[src/rtl/dsd_pkg.sv]
// ----------------------------------------------------------------------------
// Delta signal decoder package
// Shared types and result codes for the delta signal decoder blocks.
// ----------------------------------------------------------------------------
package dsd_pkg;

  // Result status codes.
  localparam logic [1:0] ST_SAMPLE = 2'd0;
  localparam logic [1:0] ST_MARKER = 2'd1;
  localparam logic [1:0] ST_JUMP   = 2'd2;
  localparam logic [1:0] ST_ERROR  = 2'd3;

  // Configuration register indexes.
  localparam logic [1:0] REG_MARKER = 2'd0;
  localparam logic [1:0] REG_END    = 2'd1;
  localparam logic [1:0] REG_JUMP   = 2'd2;
  localparam logic [1:0] REG_GAIN   = 2'd3;

  localparam int unsigned LEVEL_W  = 32;
  localparam int unsigned GAIN_W   = 24;
  localparam int unsigned SCALED_W = 56;
  localparam int unsigned INDEX_W  = 32;

  // Decoder configuration.
  typedef struct packed {
    logic [7:0]        marker_code;
    logic [7:0]        end_code;
    logic [7:0]        jump_code;
    logic [GAIN_W-1:0] gain;
  } cfg_t;

  // One decoded beat, before scaling.
  typedef struct packed {
    logic [1:0]         status;
    logic [LEVEL_W-1:0] level;
    logic [INDEX_W-1:0] index;
  } beat_t;

endpackage

[src/rtl/dsd_decode.sv]
// ----------------------------------------------------------------------------
// Delta signal decoder: segment decode stage
// Classifies each segment, updates the running level and sample index, and
// registers the decoded beat for the scaling stage.
// ----------------------------------------------------------------------------
module dsd_decode (
  input  logic          clk,
  input  logic          rst_n,
  input  dsd_pkg::cfg_t cfg,
  input  logic          in_valid,
  output logic          in_ready,
  input  logic [15:0]   in_segment,
  input  logic          in_first,
  output logic          s1_valid,
  output dsd_pkg::beat_t s1_beat,
  input  logic          s1_take
);

  // Record phase. Idle also covers a record whose start was bad.
  localparam logic [1:0] PH_IDLE = 2'd0;
  localparam logic [1:0] PH_RUN  = 2'd1;
  localparam logic [1:0] PH_JHI  = 2'd2;
  localparam logic [1:0] PH_JLO  = 2'd3;

  logic [1:0]  phase_r, phase_nxt;
  logic [15:0] jump_high_r, jump_high_nxt;
  logic [31:0] level_r, level_nxt;
  logic [31:0] count_r, count_nxt;
  logic        s1_valid_r;
  dsd_pkg::beat_t beat_r, beat_nxt;

  logic [7:0]  seg_hi;
  logic [7:0]  seg_lo;
  logic        is_marker;
  logic        is_jump;
  logic [32:0] delta_sum;
  logic [31:0] delta_level;
  logic [31:0] count_inc;
  logic        accept;

  assign accept   = in_valid && in_ready;
  assign in_ready = !s1_valid_r || s1_take;
  assign s1_valid = s1_valid_r;
  assign s1_beat  = beat_r;

  // Segment classification.
  assign seg_hi    = in_segment[15:8];
  assign seg_lo    = in_segment[7:0];
  assign is_marker = (seg_hi == cfg.marker_code) && (seg_lo != cfg.end_code);
  assign is_jump   = (seg_hi == cfg.jump_code) && (seg_lo == cfg.end_code);

  // Saturating delta add and saturating index increment.
  assign delta_sum = {level_r[31], level_r} + {{17{in_segment[15]}}, in_segment};
  always_comb begin
    if (delta_sum[32] != delta_sum[31]) begin
      delta_level = delta_sum[32] ? 32'h8000_0000 : 32'h7FFF_FFFF;
    end else begin
      delta_level = delta_sum[31:0];
    end
  end
  assign count_inc = (count_r == 32'hFFFF_FFFF) ? count_r : count_r + 32'd1;

  // Next state and decoded beat for one segment.
  always_comb begin
    phase_nxt       = phase_r;
    jump_high_nxt   = jump_high_r;
    level_nxt       = level_r;
    count_nxt       = count_r;
    beat_nxt.status = dsd_pkg::ST_ERROR;
    beat_nxt.level  = level_r;
    beat_nxt.index  = count_r;
    if (in_first) begin
      level_nxt      = '0;
      count_nxt      = '0;
      jump_high_nxt  = '0;
      beat_nxt.level = '0;
      beat_nxt.index = '0;
      if (is_marker) begin
        phase_nxt       = PH_RUN;
        beat_nxt.status = dsd_pkg::ST_MARKER;
      end else begin
        phase_nxt       = PH_IDLE;
        beat_nxt.status = dsd_pkg::ST_ERROR;
      end
    end else begin
      unique case (phase_r)
        PH_IDLE: begin
          beat_nxt.status = dsd_pkg::ST_ERROR;
        end
        PH_JHI: begin
          jump_high_nxt   = in_segment;
          phase_nxt       = PH_JLO;
          beat_nxt.status = dsd_pkg::ST_JUMP;
        end
        PH_JLO: begin
          level_nxt       = {jump_high_r, in_segment};
          count_nxt       = count_inc;
          phase_nxt       = PH_RUN;
          beat_nxt.status = dsd_pkg::ST_SAMPLE;
          beat_nxt.level  = {jump_high_r, in_segment};
        end
        PH_RUN: begin
          priority if (is_marker) begin
            beat_nxt.status = dsd_pkg::ST_MARKER;
          end else if (is_jump) begin
            phase_nxt       = PH_JHI;
            beat_nxt.status = dsd_pkg::ST_JUMP;
          end else begin
            level_nxt       = delta_level;
            count_nxt       = count_inc;
            beat_nxt.status = dsd_pkg::ST_SAMPLE;
            beat_nxt.level  = delta_level;
          end
        end
        default: begin
          beat_nxt.status = dsd_pkg::ST_ERROR;
        end
      endcase
    end
  end

  // Decoder state and stage register.
  always_ff @(posedge clk) begin
    if (!rst_n) begin
      phase_r     <= PH_IDLE;
      jump_high_r <= '0;
      level_r     <= '0;
      count_r     <= '0;
      s1_valid_r  <= 1'b0;
    end else begin
      if (accept) begin
        phase_r     <= phase_nxt;
        jump_high_r <= jump_high_nxt;
        level_r     <= level_nxt;
        count_r     <= count_nxt;
        s1_valid_r  <= 1'b1;
      end else if (s1_take) begin
        s1_valid_r  <= 1'b0;
      end
    end
  end

  // Beat payload needs no reset.
  always_ff @(posedge clk) begin
    if (accept) begin
      beat_r <= beat_nxt;
    end
  end

endmodule

[config.mk]
export PLATFORM = sky130hd
export DESIGN_NAME = dsd_decode
export DESIGN_NICKNAME = d
export VERILOG_FILES = /design/src/rtl/dsd_pkg.sv /design/src/rtl/dsd_decode.sv
export SDC_FILE = /design/constraint.sdc
export NUM_CORES = 1
export LEC_CHECK = 0
export ABC_AREA = 1
export BUFFER_PORTS_ARGS = -buffer_cell sky130_fd_sc_hd__buf_2
export CAP_MARGIN = 20
export CORE_UTILIZATION = 45
export CTS_CLUSTER_SIZE = 10
export DETAILED_ROUTE_END_ITERATION = 8
export PLACE_DENSITY_LB_ADDON = 0.12
export SYNTH_ARGS = -nofsm -noshare
export SYNTH_HDL_FRONTEND = slang
export SYNTH_SLANG_ARGS = --single-unit
[constraint.sdc]
create_clock -name clk -period 7.4 [get_ports clk]
set_clock_uncertainty 0.05 [all_clocks]
set_input_delay 1.48 -clock clk [delete_from_list [all_inputs] [get_ports clk]]
set_output_delay 1.48 -clock clk [all_outputs]
set_load 0.02 [all_outputs]
==> results.yml, run 1 <==
timing:
  worst_pin_slew_ps: 1010
  fin_tns_setup_ps: 0
  rsz0062_at_grt: "false"
  slew_headroom: 0.328
  min_period_ps: 4580
  hold_violations: 0
  slew_violations: 0
  fmax_mhz: 218
  min_period_over_period: 0.619
  setup_viol: 0
clock_network:
  ctsHoldBuffers: 0
  clk_pin_slew_ps: 70
  post_cts_buffers: 0
  clk_latency_ps: 440
  cts_tree: "built"
  cts-resized-gates: 0
  cts.sinks: 149
  cts_made_buffers: 17
  cts_max_level: 4
  clockBufferDepth: 2
  cts-root-buf: "clkbuf_16"
grt:
  first_global_vias: 9115
  grt_max_degree: 74
  grt_antenna_before_repair: 0
  grt_use_total: 0.287
  grt_overflow: 0
  grt_pass1_wl_um: 51700
power_and_ir_drop:
  powerDensity_nw_per_um2: 209
  ir_drop_uv: 168
  power.leakage_uw: 0.00539
drt:
  wl_per_cell_um: 17.2
  dr.pass1.iters: 8
  first_iter_violations: 805
  drc: 9
  antenna_violating_nets_post_route: 0
  vias_per_cell: 5.25
  routed_wirelength_um: 32400
  num_vias: 9884
final_layout:
  diodes: 0
  stdcell_count: 1881
  drive_above_1_share: 0.126
  final_nets: 1691
  fillers: 2276
  regArea_sq_um: 3640
  syn_to_final_growth_pct: 13.3
  finalInstanceArea_sq_um: 11500
  multiInputGateArea_sq_um: 5510
hold_path:
  min_path_type: "flop to flop"
setup_path:
  critical_path.endpoint_type: "flop"
  crit_fanout: 31
  critical_path_class: "input port to flop"
  crit_required_ps: 7700
  cp_slowest_cell: "a21oi_4"
  cp_common_cell: "nand2_1"
  crit_chain: "buf_2 -> ha_1 -> a21oi_1 -> nand2_1 -> a21oi_1 -> nand2_2 -> nand2_2 -> nand2_1 -> nand2_1 -> nand2_2 -> a21oi_4 -> nand2_1 -> nand2_1 -> nand2_1 -> nand2_1 -> nand2_1 -> a21oi_2"
  cp_slowest_stage_delay_ps: 810
  cp-start-kind: "input port"
  cp.arrival_ps: 4880
yosys:
  synth_top_area_frac: 0.195
  synth.avg_cell_area_sq_um: 6.76
  syn_nets: 1605
  synth_cells: 1502
  synth_seq_area_share: 0.359
  ys_warn_count: 0
  synthArstFlopShare: 0
  syn_area_sq_um: 10200
  synth_flop_cell: "dfxtp_1"
  synth_area_leaders: "edfxtp_1 20%, nand2_1 19%, dfxtp_1 16%"
  ys_types: 45
  yosysTopAreaCell: "edfxtp_1"
  synth-seq-cells: 149
  synth_edf_count: 66
placement:
  place_inst: 1849
  port_buffers: 112
  post-dp-hpwl_um: 23100
  gp_congestion: 0.931
  placed_cell_area_sq_um: 10900
floorplanning:
  dieArea_sq_um: 23200
  ios: 137
  die_h_um: 152
  initial_utilization: 0.463
  die_x_um: 152
  core_sq_um: 22000
  rows: 54
run_status:
  failed_checks: "design-rule violations"
  status: "complete, but fails checks"
run:
  cap_viol_max_count: 0
power by group:
part	internal [uW]	switching, uW
Sequential	902	25.6
Combinational	173	363
Clock	520	425
Total	1590	813
cell usage in the layout, fill, tap and decap left out, types with 25 or more instances in the layout:
master    synthesis  final
a21oi_1          93     93
buf_2             9    112
dfxtp_1          83     83
edfxtp_1         66     66
ha_1             33     33
inv_1           189    188
nand2_1         526    526
nand3_1          70     70
nand4_1          36     36
nor2_1          120    119
nor3_1           25     25
o21ai_0          53     53
xnor2_1          36     36
layer usage:
layer	share of wire	vias up	global-route usage
li1	-	5017	-
met1	0.49	4462	0.428
met2	0.42	372	0.429
met3	0.074	33	0.0447
met4	0.018	0	0.0719
met5	0	-	0
state kept, by name, indices dropped and copies added, names as in the netlist:
register     flops
count_r         32
jump_high_r     16
level_r         32
phase_r          2
s1_beat         66
s1_valid         1
Yosys cell counts (all sizes together) (2+ instances only):
cell type,instances
edfxtp,66
nand4,36
a21boi,2
a32oi,3
nand3,78
nand3b,5
buf,21
a21oi,109
o21bai,8
nor2,124
nor3,26
o21ai,54
xor2,16
inv,195
a22o,12
xnor2,36
a211oi,9
clkbuf,33
o22ai,2
dfxtp,83
nor4,8
ha,33
nor3b,2
nand2,534
stage by stage:
stage                util  hold WS (ps)  power, uW  setup slack, ps
floorplan               -           382       1340             2900
global route        0.524           439       2520             2570
CTS                 0.524           421       2420             2860
global placement    0.495           404       1470             2450
finish              0.524           421       2410             2820
detailed placement  0.495           411       1480             2430
layout make-up:
class,instances,area share
clock buffer,17,0.0370
clock inverter,15,0.0181
inverter,196,0.0642
multi-input combinational,1103,0.479
sequential,149,0.317
tap,280,0.0304
timing repair buffer,121,0.0546
critical path: cells and delay by family:
kind / cells / cell delay (ps)
buffers and inverters: 1 / 440
AOI/OAI and AO/OA: 4 / 1410
adders and majority gates: 1 / 380
and+or+nand+nor: 11 / 1130
final timing paths:
check	startpoint	to	slack, ps	cells past startpoint
max	in_segment[15]	level_r[16]	2820	17
min	jump_high_r[1]	jump_high_r[1]	420	2
max reg2reg	level_r[0]	level_r[16]	3820	19
min reg2reg	jump_high_r[1]	jump_high_r[1]	420	2
cells by family after synthesis:
kind of cell	Yosys count	synth area share
and+or+nand+nor	816	0.338
buffers and inverters	250	0.0987
AOI/OAI and AO/OA	201	0.118
DFF	149	0.359
xor gates and xnor gates	52	0.0448
adders and majority gates	34	0.0426
Note: power is estimated with default switching activity, not from simulation.
==> inputs of run 2 (changes only) <==
==> constraint.sdc (replaced) <==
create_clock -name clk -period 3.75 [get_ports clk]
set_clock_uncertainty 0.05 [all_clocks]
set_input_delay 0.75 -clock clk [delete_from_list [all_inputs] [get_ports clk]]
set_output_delay 0.75 -clock clk [all_outputs]
set_load 0.02 [all_outputs]
==> results.yml, run 2 (same netlist as run 1, synthesis figures left out) <==
power_and_ir_drop:
  p_int_uw: 3120
  combPwrFrac: 0.232
  netSwitchingFraction: 0.339
  seq_power_share: 0.388
  ir_drop_uv: 266
  p_switching_uw: 1600
  pwr-share-clk: 0.380
  power.leakage_uw: 0.00550
  powerDensity_nw_per_um2: 404
drt:
  dr.pass1.iters: 7
  antenna_violating_nets_post_route: 0
  routed_wirelength_um: 31500
  drc: 9
  wl_per_cell_um: 16.6
  num_vias: 9945
  first_iter_violations: 908
  vias_per_cell: 5.23
placement:
  post-dp-hpwl_um: 23200
  gp_congestion: 0.919
  port_buffers: 112
floorplanning:
  initial_utilization: 0.463
  core_sq_um: 22000
  ios: 137
  rows: 54
  die_x_um: 152
  dieArea_sq_um: 23200
  die_h_um: 152
clock_network:
  clk_latency_ps: 430
  clk_pin_slew_ps: 70
  ctsHoldBuffers: 0
  cts_max_level: 4
  cts_made_buffers: 17
  cts_tree: "built"
  post_cts_buffers: 0
  cts-resized-gates: 0
  cts.sinks: 149
  cts-root-buf: "clkbuf_16"
  clockBufferDepth: 2
setup_path:
  critical_path.endpoint_type: "flop"
  reg2reg_to: "s1_beat[47]"
  r2r-start: "level_r[0]"
  crit_chain: "buf_2 -> ha_1 -> nand2_1 -> inv_1 -> nand2_1 -> nand2_1 -> nand2_1 -> nand2_1 -> a21oi_2 -> nand2_1 -> nand2_1 -> nand2_2 -> nand2_4 -> buf_12 -> nand3_2 -> nand2_1 -> nand2_1 -> nand2_1 -> nand2_1 -> nand2_1 -> inv_1"
  cp.arrival_ps: 3300
  reg2reg_slack_ps: 730
  rr_worst_depth: 21
  cp-start-kind: "input port"
  cp_common_cell: "nand2_1"
  cp_slowest_stage_delay_ps: 350
  crit_fanout: 19
  crit_required_ps: 3880
  cp_slowest_cell: "ha_1"
  critical_path_class: "input port to flop"
timing:
  rsz0062_at_grt: "false"
  worst_pin_slew_ps: 805
  hold_ws_ps: 424
  fin_tns_setup_ps: 0
  setup_viol: 0
  slew_violations: 0
  fmax_mhz: 315
  hold_violations: 0
  min_period_ps: 3170
  slew_headroom: 0.463
  min_period_over_period: 0.846
final_layout:
  final_cell_mix: "526 x nand2_1, 188 x inv_1, 119 x nor2_1, 112 x buf_2, 93 x a21oi_1"
  syn_to_final_growth_pct: 15.1
  diodes: 0
  final_common_cell: "nand2_1"
  drive_above_1_share: 0.137
  final_nets: 1711
  largest_register_ffs: 66
  fillers: 2193
hold_path:
  whs_endpoint: "jump_high_r[1]"
  min_from: "jump_high_r[1]"
  whs_path_depth: 2
  min_path_type: "flop to flop"
grt:
  grt_max_degree: 129
  grt_pass1_wl_um: 50200
  first_global_vias: 9159
  grt_antenna_before_repair: 0
  grt_overflow: 0
  grt_use_total: 0.277
run_status:
  failed_checks: "design-rule violations"
  status: "complete, but fails checks"
run:
  cap_viol_max_count: 0
run 2: cell types whose count changed in the layout (fill, tap and decap cells not counted):
| cell | previous run | this run |
|---|---|---|
| buf_4 | 9 | 24 |
| buf_12 | 0 | 5 |
| inv_8 | 2 | 5 |
| clkinv_4 | 0 | 2 |
| clkinv_8 | 4 | 2 |
| inv_6 | 6 | 4 |
| bufinv_16 | 2 | 1 |
run 2: per-stage QoR:
| step | cell area (sq um) | std cells | setup WS (ps) | util | total power, uW |
|---|---|---|---|---|---|
| final | 11700 | 1901 | 579 | 0.532 | 4720 |
| after floorplan | 10200 | 1502 | 732 | - | 2630 |
| after detailed placement | 11100 | 1869 | 138 | 0.505 | 2950 |
| after CTS | 11700 | 1901 | 580 | 0.532 | 4730 |
| after global placement | 11100 | 1869 | 164 | 0.505 | 2950 |
| after global routing | 11700 | 1901 | 273 | 0.532 | 4930 |
run 2: layout make-up:
class | instances | area [sq um] | area share
repair buffers | 141 | 841 | 0.0719
clock inverters | 15 | 179 | 0.0153
well taps | 280 | 350 | 0.0300
multi-input cells | 1103 | 5510 | 0.472
clock buffers | 17 | 425 | 0.0364
flip-flops and latches | 149 | 3640 | 0.312
inverters | 196 | 738 | 0.0631
run 2: power groups by stage:
stage	logic, uW	clock network, uW	registers [uW]
4_1_cts	1090	1800	1830
3_5_place_dp	1090	0	1870
3_3_place_gp	1080	0	1870
6_report	1100	1790	1830
2_1_floorplan	725	0	1910
5_1_grt	1230	1860	1840
run 2: how the worst max path moves through the flow:
stage / endpoint / slack (ps) / startpoint / cells past startpoint
detailed placement: s1_beat[47] / 140 / in_segment[15] / 19
CTS: s1_beat[47] / 580 / in_segment[15] / 19
finish: s1_beat[47] / 580 / in_segment[15] / 21
global route: s1_beat[58] / 270 / in_segment[15] / 21
floorplan: s1_beat[46] / 730 / in_segment[0] / 22
global placement: s1_beat[47] / 160 / in_segment[15] / 21
run 2: worst max-delay path: cells and delay by family:
| family | cells | cell delay (ps) |
|---|---|---|
| compound gates | 1 | 190 |
| fa+ha+maj | 1 | 350 |
| buf+inv | 4 | 630 |
| simple gates | 15 | 1350 |
run 2: layer usage:
metal  vias to the layer above  GRT usage  share of wire
met5                         -          0              0
met1                      4472      0.408           0.48
met2                       393      0.420           0.43
met4                         0     0.0773          0.014
li1                       5053          -              -
met3                        27     0.0384          0.078
